## src/rtl/core/ffua_pkg.sv

```systemverilog
package ffua_pkg;

  localparam int MAX_UNITS = 256;
  localparam int ID_BITS   = 8;

  localparam int UNIT_W   = $clog2(MAX_UNITS);
  localparam int CNT_W    = $clog2(MAX_UNITS + 1);
  localparam int KIND_W   = 1;
  localparam int SIZE_W   = 9;
  localparam int STATUS_W = 2;
  localparam int START_W  = 8;
  localparam int COUNT_W  = 9;
  localparam int CFG_W    = 9;

  localparam logic [CFG_W-1:0] MEM_UNITS_RESET = CFG_W'(256);

  typedef enum logic [KIND_W-1:0] {
    KIND_ALLOC = 1'b0,
    KIND_FREE  = 1'b1
  } kind_t;

  typedef enum logic [STATUS_W-1:0] {
    STATUS_DONE    = 2'd0,
    STATUS_NO_HOLE = 2'd1,
    STATUS_BAD     = 2'd2
  } status_t;

  typedef enum logic [2:0] {
    ST_CLEAR,
    ST_IDLE,
    ST_SCAN,
    ST_FILL,
    ST_FREE,
    ST_STATS,
    ST_FINISH
  } state_t;

  typedef struct packed {
    logic clear;
    logic step;
    logic empty;
  } stats_ctrl_t;

  typedef struct packed {
    logic [CNT_W-1:0] used;
    logic [CNT_W-1:0] largest;
    logic [CNT_W-1:0] smallest;
  } stats_t;

endpackage

```

## src/rtl/core/ffua_ram.sv

```systemverilog
module ffua_ram #(
  parameter int DEPTH = 256,
  parameter int WIDTH = 8,
  localparam int ADDR_W = $clog2(DEPTH)
) (
  input  logic              clk,
  input  logic              wr_en,
  input  logic [ADDR_W-1:0] wr_addr,
  input  logic [WIDTH-1:0]  wr_data,
  input  logic              rd_en,
  input  logic [ADDR_W-1:0] rd_addr,
  output logic [WIDTH-1:0]  rd_data
);

  logic [WIDTH-1:0] mem [DEPTH];

  always_ff @(posedge clk) begin
    if (wr_en) begin
      mem[wr_addr] <= wr_data;
    end
  end

  always_ff @(posedge clk) begin
    if (rd_en) begin
      rd_data <= mem[rd_addr];
    end
  end

endmodule

```

## src/rtl/core/ffua_hole_stats.sv

```systemverilog
module ffua_hole_stats (
  input  logic                 clk,
  input  ffua_pkg::stats_ctrl_t ctrl,
  output ffua_pkg::stats_t      stats
);

  logic [ffua_pkg::CNT_W-1:0] run;
  logic [ffua_pkg::CNT_W-1:0] big;
  logic [ffua_pkg::CNT_W-1:0] small_len;
  logic [ffua_pkg::CNT_W-1:0] cnt;
  logic [ffua_pkg::CNT_W-1:0] big_next;
  logic [ffua_pkg::CNT_W-1:0] small_next;

  always_comb begin
    big_next   = (run > big) ? run : big;
    small_next = small_len;
    if (run != '0 && (small_len == '0 || run < small_len)) begin
      small_next = run;
    end
  end

  always_ff @(posedge clk) begin
    if (ctrl.clear) begin
      run       <= '0;
      big       <= '0;
      small_len <= '0;
      cnt       <= '0;
    end else if (ctrl.step) begin
      if (ctrl.empty) begin
        run <= run + ffua_pkg::CNT_W'(1);
      end else begin
        cnt       <= cnt + ffua_pkg::CNT_W'(1);
        big       <= big_next;
        small_len <= small_next;
        run       <= '0;
      end
    end
  end

  assign stats.used     = cnt;
  assign stats.largest  = big_next;
  assign stats.smallest = small_next;

endmodule

```

## src/rtl/core/first_fit_unit_allocator.sv

```systemverilog
// After reset the unit store is cleared one unit a cycle, all MAX_UNITS units,
// with no transfer accepted; the size register and out_valid reset at once.
// An allocate runs a first-fit scan and a hole scan over n_units units and a fill of
// request_size units, plus a step to accept and one to load the result; a free runs a
// release scan of all MAX_UNITS units in place of scan and fill. One item is in work at
// a time, bounded by the single read port; a held result stalls FINISH.
module first_fit_unit_allocator (
  input  logic                            clk,
  input  logic                            rst,
  input  logic                            in_valid,
  output logic                            in_ready,
  input  logic [ffua_pkg::KIND_W-1:0]     kind,
  input  logic [ffua_pkg::ID_BITS-1:0]    owner_id,
  input  logic [ffua_pkg::SIZE_W-1:0]     request_size,
  output logic                            out_valid,
  input  logic                            out_ready,
  output logic [ffua_pkg::STATUS_W-1:0]   status,
  output logic [ffua_pkg::START_W-1:0]    start_unit,
  output logic [ffua_pkg::COUNT_W-1:0]    used_units,
  output logic [ffua_pkg::COUNT_W-1:0]    largest_hole,
  output logic [ffua_pkg::COUNT_W-1:0]    smallest_hole,
  input  logic                            cfg_wr_en,
  input  logic [ffua_pkg::CFG_W-1:0]      cfg_wr_data
);

  localparam logic [ffua_pkg::CNT_W-1:0] MAX_CNT = ffua_pkg::CNT_W'(ffua_pkg::MAX_UNITS);

  ffua_pkg::state_t state, state_next;

  logic [ffua_pkg::CFG_W-1:0]   mem_units;
  logic [ffua_pkg::CNT_W-1:0]   n_units;
  logic [ffua_pkg::CNT_W-1:0]   addr;
  logic                         pend;
  logic [ffua_pkg::UNIT_W-1:0]  pend_addr;
  logic [ffua_pkg::CNT_W-1:0]   run;
  logic [ffua_pkg::CNT_W-1:0]   fill_cnt;
  logic [ffua_pkg::UNIT_W-1:0]  start;
  logic [ffua_pkg::ID_BITS-1:0] req_id;
  logic [ffua_pkg::CNT_W-1:0]   req_size;
  ffua_pkg::status_t            status_q;

  logic [ffua_pkg::CNT_W-1:0]   in_size;
  logic                         in_bad;
  logic                         rd_en;
  logic [ffua_pkg::ID_BITS-1:0] rd_data;
  logic                         wr_en;
  logic [ffua_pkg::UNIT_W-1:0]  wr_addr;
  logic [ffua_pkg::ID_BITS-1:0] wr_data;
  logic                         rd_empty;
  logic                         found;
  logic                         scan_fail;
  logic                         finish_go;
  logic [ffua_pkg::CNT_W-1:0]   start_calc;
  ffua_pkg::stats_ctrl_t        stats_ctrl;
  ffua_pkg::stats_t             stats;

  always_comb begin
    if (mem_units == '0) begin
      n_units = ffua_pkg::CNT_W'(1);
    end else if (ffua_pkg::CNT_W'(mem_units) > MAX_CNT) begin
      n_units = MAX_CNT;
    end else begin
      n_units = ffua_pkg::CNT_W'(mem_units);
    end
  end

  assign in_size    = ffua_pkg::CNT_W'(request_size);
  assign in_bad     = (in_size == '0) || (in_size > n_units) || (owner_id == '0);
  assign rd_empty   = (rd_data == '0);
  assign found      = (state == ffua_pkg::ST_SCAN) && pend && rd_empty &&
                      ((run + ffua_pkg::CNT_W'(1)) >= req_size);
  assign scan_fail  = (state == ffua_pkg::ST_SCAN) && !found && !pend &&
                      (addr == n_units);
  assign finish_go  = !out_valid || out_ready;
  assign start_calc = ffua_pkg::CNT_W'(pend_addr) + ffua_pkg::CNT_W'(1) - req_size;

  always_comb begin
    state_next = state;
    case (state)
      ffua_pkg::ST_CLEAR: begin
        if (addr == MAX_CNT) begin
          state_next = ffua_pkg::ST_IDLE;
        end
      end
      ffua_pkg::ST_IDLE: begin
        if (in_valid) begin
          if (kind == ffua_pkg::KIND_FREE) begin
            state_next = (owner_id == '0) ? ffua_pkg::ST_STATS : ffua_pkg::ST_FREE;
          end else begin
            state_next = in_bad ? ffua_pkg::ST_STATS : ffua_pkg::ST_SCAN;
          end
        end
      end
      ffua_pkg::ST_SCAN: begin
        if (found) begin
          state_next = ffua_pkg::ST_FILL;
        end else if (scan_fail) begin
          state_next = ffua_pkg::ST_STATS;
        end
      end
      ffua_pkg::ST_FILL: begin
        if (fill_cnt == req_size - ffua_pkg::CNT_W'(1)) begin
          state_next = ffua_pkg::ST_STATS;
        end
      end
      ffua_pkg::ST_FREE: begin
        if (addr == MAX_CNT && !pend) begin
          state_next = ffua_pkg::ST_STATS;
        end
      end
      ffua_pkg::ST_STATS: begin
        if (addr == n_units && !pend) begin
          state_next = ffua_pkg::ST_FINISH;
        end
      end
      ffua_pkg::ST_FINISH: begin
        if (finish_go) begin
          state_next = ffua_pkg::ST_IDLE;
        end
      end
      default: state_next = ffua_pkg::ST_IDLE;
    endcase
  end

  always_comb begin
    in_ready = 1'b0;
    rd_en    = 1'b0;
    wr_en    = 1'b0;
    wr_addr  = addr[ffua_pkg::UNIT_W-1:0];
    wr_data  = '0;
    case (state)
      ffua_pkg::ST_CLEAR: begin
        wr_en = (addr < MAX_CNT);
      end
      ffua_pkg::ST_IDLE: begin
        in_ready = 1'b1;
      end
      ffua_pkg::ST_SCAN: begin
        rd_en = (addr < n_units) && !found;
      end
      ffua_pkg::ST_FILL: begin
        wr_en   = 1'b1;
        wr_addr = start + fill_cnt[ffua_pkg::UNIT_W-1:0];
        wr_data = req_id;
      end
      ffua_pkg::ST_FREE: begin
        rd_en   = (addr < MAX_CNT);
        wr_en   = pend && (rd_data == req_id);
        wr_addr = pend_addr;
      end
      ffua_pkg::ST_STATS: begin
        rd_en = (addr < n_units);
      end
      default: begin
      end
    endcase
  end

  assign stats_ctrl.clear = (state_next == ffua_pkg::ST_STATS) && (state != ffua_pkg::ST_STATS);
  assign stats_ctrl.step  = (state == ffua_pkg::ST_STATS) && pend;
  assign stats_ctrl.empty = rd_empty;

  always_ff @(posedge clk) begin
    if (rst) begin
      state     <= ffua_pkg::ST_CLEAR;
      addr      <= '0;
      pend      <= 1'b0;
      mem_units <= ffua_pkg::MEM_UNITS_RESET;
      out_valid <= 1'b0;
    end else begin
      state <= state_next;
      pend  <= rd_en;
      if (state != state_next) begin
        addr <= '0;
      end else if (rd_en || (state == ffua_pkg::ST_CLEAR)) begin
        addr <= addr + ffua_pkg::CNT_W'(1);
      end
      if (cfg_wr_en) begin
        mem_units <= cfg_wr_data;
      end
      if (state == ffua_pkg::ST_FINISH && finish_go) begin
        out_valid <= 1'b1;
      end else if (out_ready) begin
        out_valid <= 1'b0;
      end
    end
  end

  always_ff @(posedge clk) begin
    pend_addr <= addr[ffua_pkg::UNIT_W-1:0];
    if (state == ffua_pkg::ST_IDLE) begin
      run      <= '0;
      fill_cnt <= '0;
      start    <= '0;
      req_id   <= owner_id;
      req_size <= in_size;
      if (kind == ffua_pkg::KIND_ALLOC && in_bad) begin
        status_q <= ffua_pkg::STATUS_BAD;
      end else begin
        status_q <= ffua_pkg::STATUS_DONE;
      end
    end
    if (state == ffua_pkg::ST_SCAN && pend) begin
      run <= rd_empty ? run + ffua_pkg::CNT_W'(1) : '0;
    end
    if (found) begin
      start <= start_calc[ffua_pkg::UNIT_W-1:0];
    end
    if (scan_fail) begin
      status_q <= ffua_pkg::STATUS_NO_HOLE;
    end
    if (state == ffua_pkg::ST_FILL) begin
      fill_cnt <= fill_cnt + ffua_pkg::CNT_W'(1);
    end
    if (state == ffua_pkg::ST_FINISH && finish_go) begin
      status        <= status_q;
      start_unit    <= ffua_pkg::START_W'(start);
      used_units    <= ffua_pkg::COUNT_W'(stats.used);
      largest_hole  <= ffua_pkg::COUNT_W'(stats.largest);
      smallest_hole <= ffua_pkg::COUNT_W'(stats.smallest);
    end
  end

  ffua_ram #(
    .DEPTH (ffua_pkg::MAX_UNITS),
    .WIDTH (ffua_pkg::ID_BITS)
  ) u_ram (
    .clk     (clk),
    .wr_en   (wr_en),
    .wr_addr (wr_addr),
    .wr_data (wr_data),
    .rd_en   (rd_en),
    .rd_addr (addr[ffua_pkg::UNIT_W-1:0]),
    .rd_data (rd_data)
  );

  ffua_hole_stats u_stats (
    .clk   (clk),
    .ctrl  (stats_ctrl),
    .stats (stats)
  );

endmodule
```

## config.mk

```make
export PLATFORM = sky130hd
export DESIGN_NAME = first_fit_unit_allocator
export DESIGN_NICKNAME = d
export VERILOG_FILES = /design/src/rtl/core/ffua_pkg.sv /design/src/rtl/core/ffua_ram.sv /design/src/rtl/core/ffua_hole_stats.sv /design/src/rtl/core/first_fit_unit_allocator.sv
export SDC_FILE = /design/constraint.sdc
export NUM_CORES = 2
export LEC_CHECK = 0
export BUFFER_PORTS_ARGS = -buffer_cell sky130_fd_sc_hd__buf_2
export CELL_PAD_IN_SITES_DETAIL_PLACEMENT = 1
export CELL_PAD_IN_SITES_GLOBAL_PLACEMENT = 2
export CORE_ASPECT_RATIO = 0.6
export CORE_MARGIN = 5
export CORE_UTILIZATION = 50
export DETAILED_ROUTE_END_ITERATION = 10
export PLACE_DENSITY_LB_ADDON = 0.1
export RECOVER_POWER = 50
export SYNTH_ARGS = -nofsm -noshare
export SYNTH_HDL_FRONTEND = slang
export SYNTH_SLANG_ARGS = --single-unit
```

## constraint.sdc

```tcl
create_clock -name clk -period 6.1 [get_ports clk]
set_input_delay 0.305 -clock clk [delete_from_list [all_inputs] [get_ports clk]]
set_output_delay 0.305 -clock clk [all_outputs]
set_load 0.05 [all_outputs]
```

* Yosys cells after proc, flatten, opt, wreduce, memory -nomap -nowiden
Memories as Yosys holds them, arrays and structs flattened. A register that Yosys moved wholly into a read port is not among the register bits. Index checks and enable logic that the tools add are counted.
Word-level totals: register bits after elaboration 149, latch bits 0, memory bits (writable) 2048, memory bits (read-only) 0, output and inout port bits 39, logic and storage cells 122, memories 1
Cells by class: add/sub/neg operators 9, multiply operators 0, div/mod/pow operators 0, $lt $le $gt $ge 7, equal/unequal tests 13, shifts and indexed selects 0, mux-type cells 33, bitwise gates (word level) 2, reductions and logical operators 36
Memory list:
- u_ram.mem | words 256, bits a word 8, read ports 1, clocked after Yosys merged registers in 1, write ports 1, line ffua_ram.sv:15 | logic [WIDTH-1:0] mem [DEPTH];
Operators by type and width (count):
- 2-to-1 mux 9 bit | 9
- adder 9 x 1 -> 9 bit, second input constant | 5
- 2-to-1 mux 3 bit | 10
- logical NOT 9 bit | 3
- 2-to-1 mux 8 bit | 3
- case mux 3 bit (7 select lines) | 1
- equality test 9 bit | 2
- > comparator 9 bit | 2
- < comparator 9 bit | 2
- logical NOT 8 bit | 2
- case mux 8 bit (2 select lines) | 1
- logical AND 1 bit | 15
- equality test 3 bit, second input constant | 4
- equality test 9 bit, second input constant | 1
- greater-or-equal comparator 9 bit | 1
- > comparator 9 bit, second input constant | 1
- < comparator 9 bit, second input constant | 1
- nonzero test 9 bit | 1
- subtractor 9 x 1 -> 9 bit, second input constant | 1
- adder 8 x 1 -> 8 bit, second input constant | 1
- adder 8 bit | 1
- equality test 8 bit | 1
- nonzero test 2 bit | 4
- subtractor 8 bit | 1
- 13 further kinds | 27

* Longest topological paths before layout
depth after elaboration 13, gate-level depth with buffers 16

* Hierarchy
Synthesis repeated with hierarchy kept, for this count alone.
Unflattened totals: cell total of the unflattened synthesis 4564, area total of the unflattened synthesis 88098.2 µm²
Modules (own cells, without submodules):
- ffua_ram | instances 1, cells each 3733, area an instance 79636.4 µm²
- first_fit_unit_allocator | instances 1, cells each 580, area an instance 6238.5 µm²
- ffua_hole_stats | instances 1, cells each 251, area an instance 2223.4 µm²

* Worst setup path before layout
OpenSTA, ideal clock, no wires.
path type register to register, start register state[1], end memory u_ram.mem[0][0], data pin, library setup time 0.870 ns, arrival 4.364 ns, setup slack 0.867 ns, stages on the path, launching flop included 6, cell sequence dfxtp_1 -> buf_2 -> and3b_1 -> clkbuf_1 -> clkbuf_1 -> and2_1
Between the ends: cells in the longest elaborated chain, start to end 2
RTL lines:
- start, declared | line first_fit_unit_allocator.sv:28 | ffua_pkg::state_t state, state_next;
- start signal, assigned | line first_fit_unit_allocator.sv:165 | state <= ffua_pkg::ST_CLEAR;
- start signal, assigned | line first_fit_unit_allocator.sv:171 | state <= state_next;
- equality test 3 x 2 -> 1 bit | line first_fit_unit_allocator.sv:131 | case (state)
- 2-to-1 mux 8 bit | line first_fit_unit_allocator.sv:131
- net u_ram.wr_data[0] | line ffua_ram.sv:9 | input logic [WIDTH-1:0] wr_data,
- end, declared | line ffua_ram.sv:15
The timed path passes the listed nets, and every way through them passes these cells.

* Final worst setup path
start register state[0], end memory u_ram.mem[107][6], data pin
Same word-level chain as after synthesis.

==> results by group <==
Synth
  • Avg Inst Size Synth: 20.8 um^2
  • Compound-Gate Fraction of Synth Area: 0.0171
  • Synth Area in Simple Gates: 0.0383
  • Synthesis Warnings: 0
  • Multiplexer share of the synthesized area: 0.171
  • Synth top area cells: edfxtp_1 (73%), mux4_2 (16%), dfxtp_1 (1.6%), ha_1 (1.0%), nor3_1 (0.81%)
  • Post-synth top flop: edfxtp_1
  • Yosys top cell by area: edfxtp_1
  • Share of the synthesized netlist area taken by xor and xnor gates: 0.00604
  • Post-synthesis cell type count: 77
  • Syn Nets: 4353
  • Post-Synth Adder-Cell Area: 0.0106
  • Post-synth top area share: 0.725
  • Cell Area, Synth: 88500 um^2
  • Seq/Total Area, Yosys: 0.741
  • Post-synth EDFFs: 2136
  • FFs w/ async S/R, synth: 0
  • Synth Register Bits: 2205
  • Largest family of logic cells by synthesized area: multiplexers
  • Mapped Cells: 4247

STA
  • Clock Skew: 0.0615 ns
  • Hold Slack: 0.0968 ns
  • Setup violators final: 0
  • Slew HR: -1.38
  • Period utilization: 0.864
  • Setup TNS: 0 ns
  • Max-slew violation count: 936
  • Fmax: 190 MHz
  • Unrepaired setup endpoints after global routing: false
  • Final Hold Fails: 0
  • Minimum clock period: 5.27 ns
  • Worst-margin pin slew: 3.56 ns

Worst hold path
  • Hold Path Sink: state[1]$_SDFF_PP0_
  • Hold Path Cell Cnt: 4
  • Hold Startpoint: in_valid
  • Hold crit path type: in -> reg

Die
  • Core ar.: 176000 um^2
  • Die W: 553 um
  • IO Count: 71
  • Die Span Y: 336 um
  • Initial Utilization: 0.504
  • Die ar.: 186000 um^2
  • Placement row count: 119

Final layout
  • Post-Route Utilization: 0.571
  • Area of the multi-input gates: 21900 um^2
  • Most frequent cells in the layout: edfxtp_1 (2136), mux4_2 (648), buf_4 (255)
  • Storage cell area: 65500 um^2
  • Most common cell after layout, fill and taps aside: edfxtp_1
  • Fillers: 15000
  • P&R area growth vs syn: 13.4%
  • Share of cells above drive strength 1: 0.282
  • Nets@finish: 4719

CTS
  • Clk Latency, worst-skew pair: 0.86 ns
  • CTS buffer count: 206
  • Clock root buffer: clkbuf_16
  • CTS tree: built
  • CTS sink count: 2205
  • Htree depth: 4
  • Worst-path clk slew: 0.07 ns
  • Clk buf depth: 4

Critical path
  • Endpoint type of the worst setup path: flop
  • Reg-to-Reg Start: state[0]$_SDFF_PP0_
  • CP Cell Sequence: and3b_1 -> buf_4 -> and2_4 -> buf_2
  • Worst Path Arrival: 5.44 ns
  • CP max-delay cell: buf_2
  • Largest stage delay, worst path: 2.43 ns
  • Worst-path fanout max: 155
  • Bufs and invs on worst path: 2
  • Reg2reg setup slack: 0.83 ns
  • Critical Path RT: 6.27 ns
  • Worst setup path class: reg -> reg
  • Crit path launch type: flop
  • Worst reg2reg path endpoint: u_ram.mem[107][6]$_DFFE_PP_
  • Top Family by Delay on Critical Path: buffers and inverters
  • Reg2Reg Depth: 4

Power
  • Switch Pwr: 6290 uW
  • Clock power share: 0.415
  • Tot Pwr: 29900 uW
  • Internal cell power: 23600 uW
  • Comb pwr share: 0.035
  • Pwr Density: 298 nW/um^2
  • Static leakage: 0.0256 uW
  • Peak supply drop: 0.257 mV
  • Flop pwr share: 0.550
  • Switch share: 0.210

Routing
  • Routed len/inst: 35.2 um
  • Via count: 46100
  • Vias per Instance: 6.46
  • Drt pass-1 iters: 5
  • Number of DRC markers in iteration 0: 6002
  • Total wire length: 251 mm
  • Routed Antenna Nets: 0
  • DRC: 0

Place
  • DP Wirelength: 160 mm
  • GP Congestion: 0.832
  • IO buf count: 70

Outcome
  • Status: complete, but fails checks
  • Failing checks: capacitance limit, slew limit

GRT
  • Global Route Usage Sum: 0.270
  • Number of global-route vias before repair: 46100
  • First-pass GRT wire length: 359 mm
  • Antenna violations before repair: 12
  • Pin count of the biggest net entering global routing: 174
  • Grt ovf: 0

Flow run
  • Max Cap Viol: 16
## power groups by stage
stage / sequential, uW / combinational, uW / clock [uW]
floorplan: 16700 / 704 / 0
global placement: 16800 / 1010 / 0
detailed placement: 16800 / 1020 / 0
CTS: 16400 / 1050 / 12600
global route: 16400 / 1100 / 13400
finish: 16400 / 1040 / 12400
## worst min-delay path: cells and delay by family
family / cells / cell delay (ns)
compound gates: 2 / 0.33
buf+inv: 1 / 0.12
simple gates: 1 / 0.11
## registers in the layout, summed over array words and instances, names as in the netlist, 8 cells and up
name / count
addr: 9
fill_cnt: 9
largest_hole: 9
mem_units: 9
pend_addr: 8
req_id: 8
req_size: 9
run: 9
smallest_hole: 9
start: 8
start_unit: 8
u_ram.mem: 2048
u_ram.rd_data: 8
u_stats.big: 9
u_stats.cnt: 9
u_stats.run: 9
u_stats.small_len: 9
used_units: 9
## timing repair
action | CTS | global route
gates resized for setup | 0 | 0
setup buffers | 0 | 0
hold endpoints to repair | 31 | 0
hold buffers | 47 | 0
## synthesized netlist by cell type, types with 5 or more instances
library cell and instances:
ha_1 72, buf_4 20, nor3_1 143, buf_6 19
a21oi_1 48, o22ai_1 5, a31oi_1 13, inv_1 59
a211oi_1 29, a21boi_1 7, xnor2_1 32, a21o_1 16
buf_2 52, nand2_1 108, buf_1 25, a2111oi_0 5
clkbuf_1 138, edfxtp_1 2136, and2_1 28, mux2_2 11
mux4_2 648, and3_1 12, nand3_1 45, xor2_1 29
or3_1 13, dfxtp_1 69, nor2b_1 23, nand4_1 23
mux2i_1 38, nand2b_1 13, o211ai_1 8, o21ai_0 34
nor4_1 86, nor2_1 158
## cells by family (layout without fill, tap and decap cells)
| kind of cell | count (synthesis) | after routing |
|---|---|---|
| flip-flops | 2205 | 2205 |
| multiplexers | 697 | 697 |
| AND/OR/NAND/NOR | 677 | 677 |
| buffers and inverters | 316 | 846 |
| AO/OA/AOI/OAI | 217 | 217 |
| adder cells (fa/ha/maj) | 74 | 74 |
| XOR/XNOR | 61 | 61 |
| other | 0 | 2 |
## stage by stage
stage | worst slack [ns] | cell area [um^2] | std cells
2_1_floorplan | 0.867 | 88500 | 4247
3_3_place_gp | 1.41 | 93700 | 6717
3_5_place_dp | 1.13 | 93700 | 6717
4_1_cts | 1.19 | 100000 | 7136
5_1_grt | 0.613 | 100000 | 7136
6_report | 0.829 | 100000 | 7138
## cell type report
type | count | area share
Clock inverter | 117 | 0.00923
Inverter | 62 | 0.00232
Antenna cell | 2 | 0.0000499
Multi-Input combinational cell | 1726 | 0.219
Clock buffer | 255 | 0.0540
Sequential cell | 2205 | 0.654
Tap cell | 2359 | 0.0294
Timing Repair Buffer | 412 | 0.0327
## worst max-delay path by stage
| stage | from | end | slack, ns | cells after the start |
|---|---|---|---|---|
| after floorplan | state[1]$_SDFF_PP0_ | u_ram.mem[0][0]$_DFFE_PP_ | 0.87 | 5 |
| after global placement | fill_cnt[0]$_SDFFCE_PN0P_ | u_ram.mem[81][7]$_DFFE_PP_ | 1.41 | 9 |
| after detailed placement | state[0]$_SDFF_PP0_ | u_ram.mem[81][7]$_DFFE_PP_ | 1.13 | 9 |
| after CTS | state[0]$_SDFF_PP0_ | u_ram.mem[81][5]$_DFFE_PP_ | 1.19 | 9 |
| after global routing | state[0]$_SDFF_PP0_ | u_ram.mem[96][5]$_DFFE_PP_ | 0.61 | 4 |
| final | state[0]$_SDFF_PP0_ | u_ram.mem[107][6]$_DFFE_PP_ | 0.83 | 4 |
## layer usage
layer / up-vias / global-route usage / wire, um
met4: 6 / 0.0479 / 4140
met5: - / 0 / 41
met1: 25100 / 0.442 / 115000
li1: 18500 / - / -
met2: 2293 / 0.380 / 108000
met3: 288 / 0.0581 / 24400
Power figures use the tool's default switching activity.
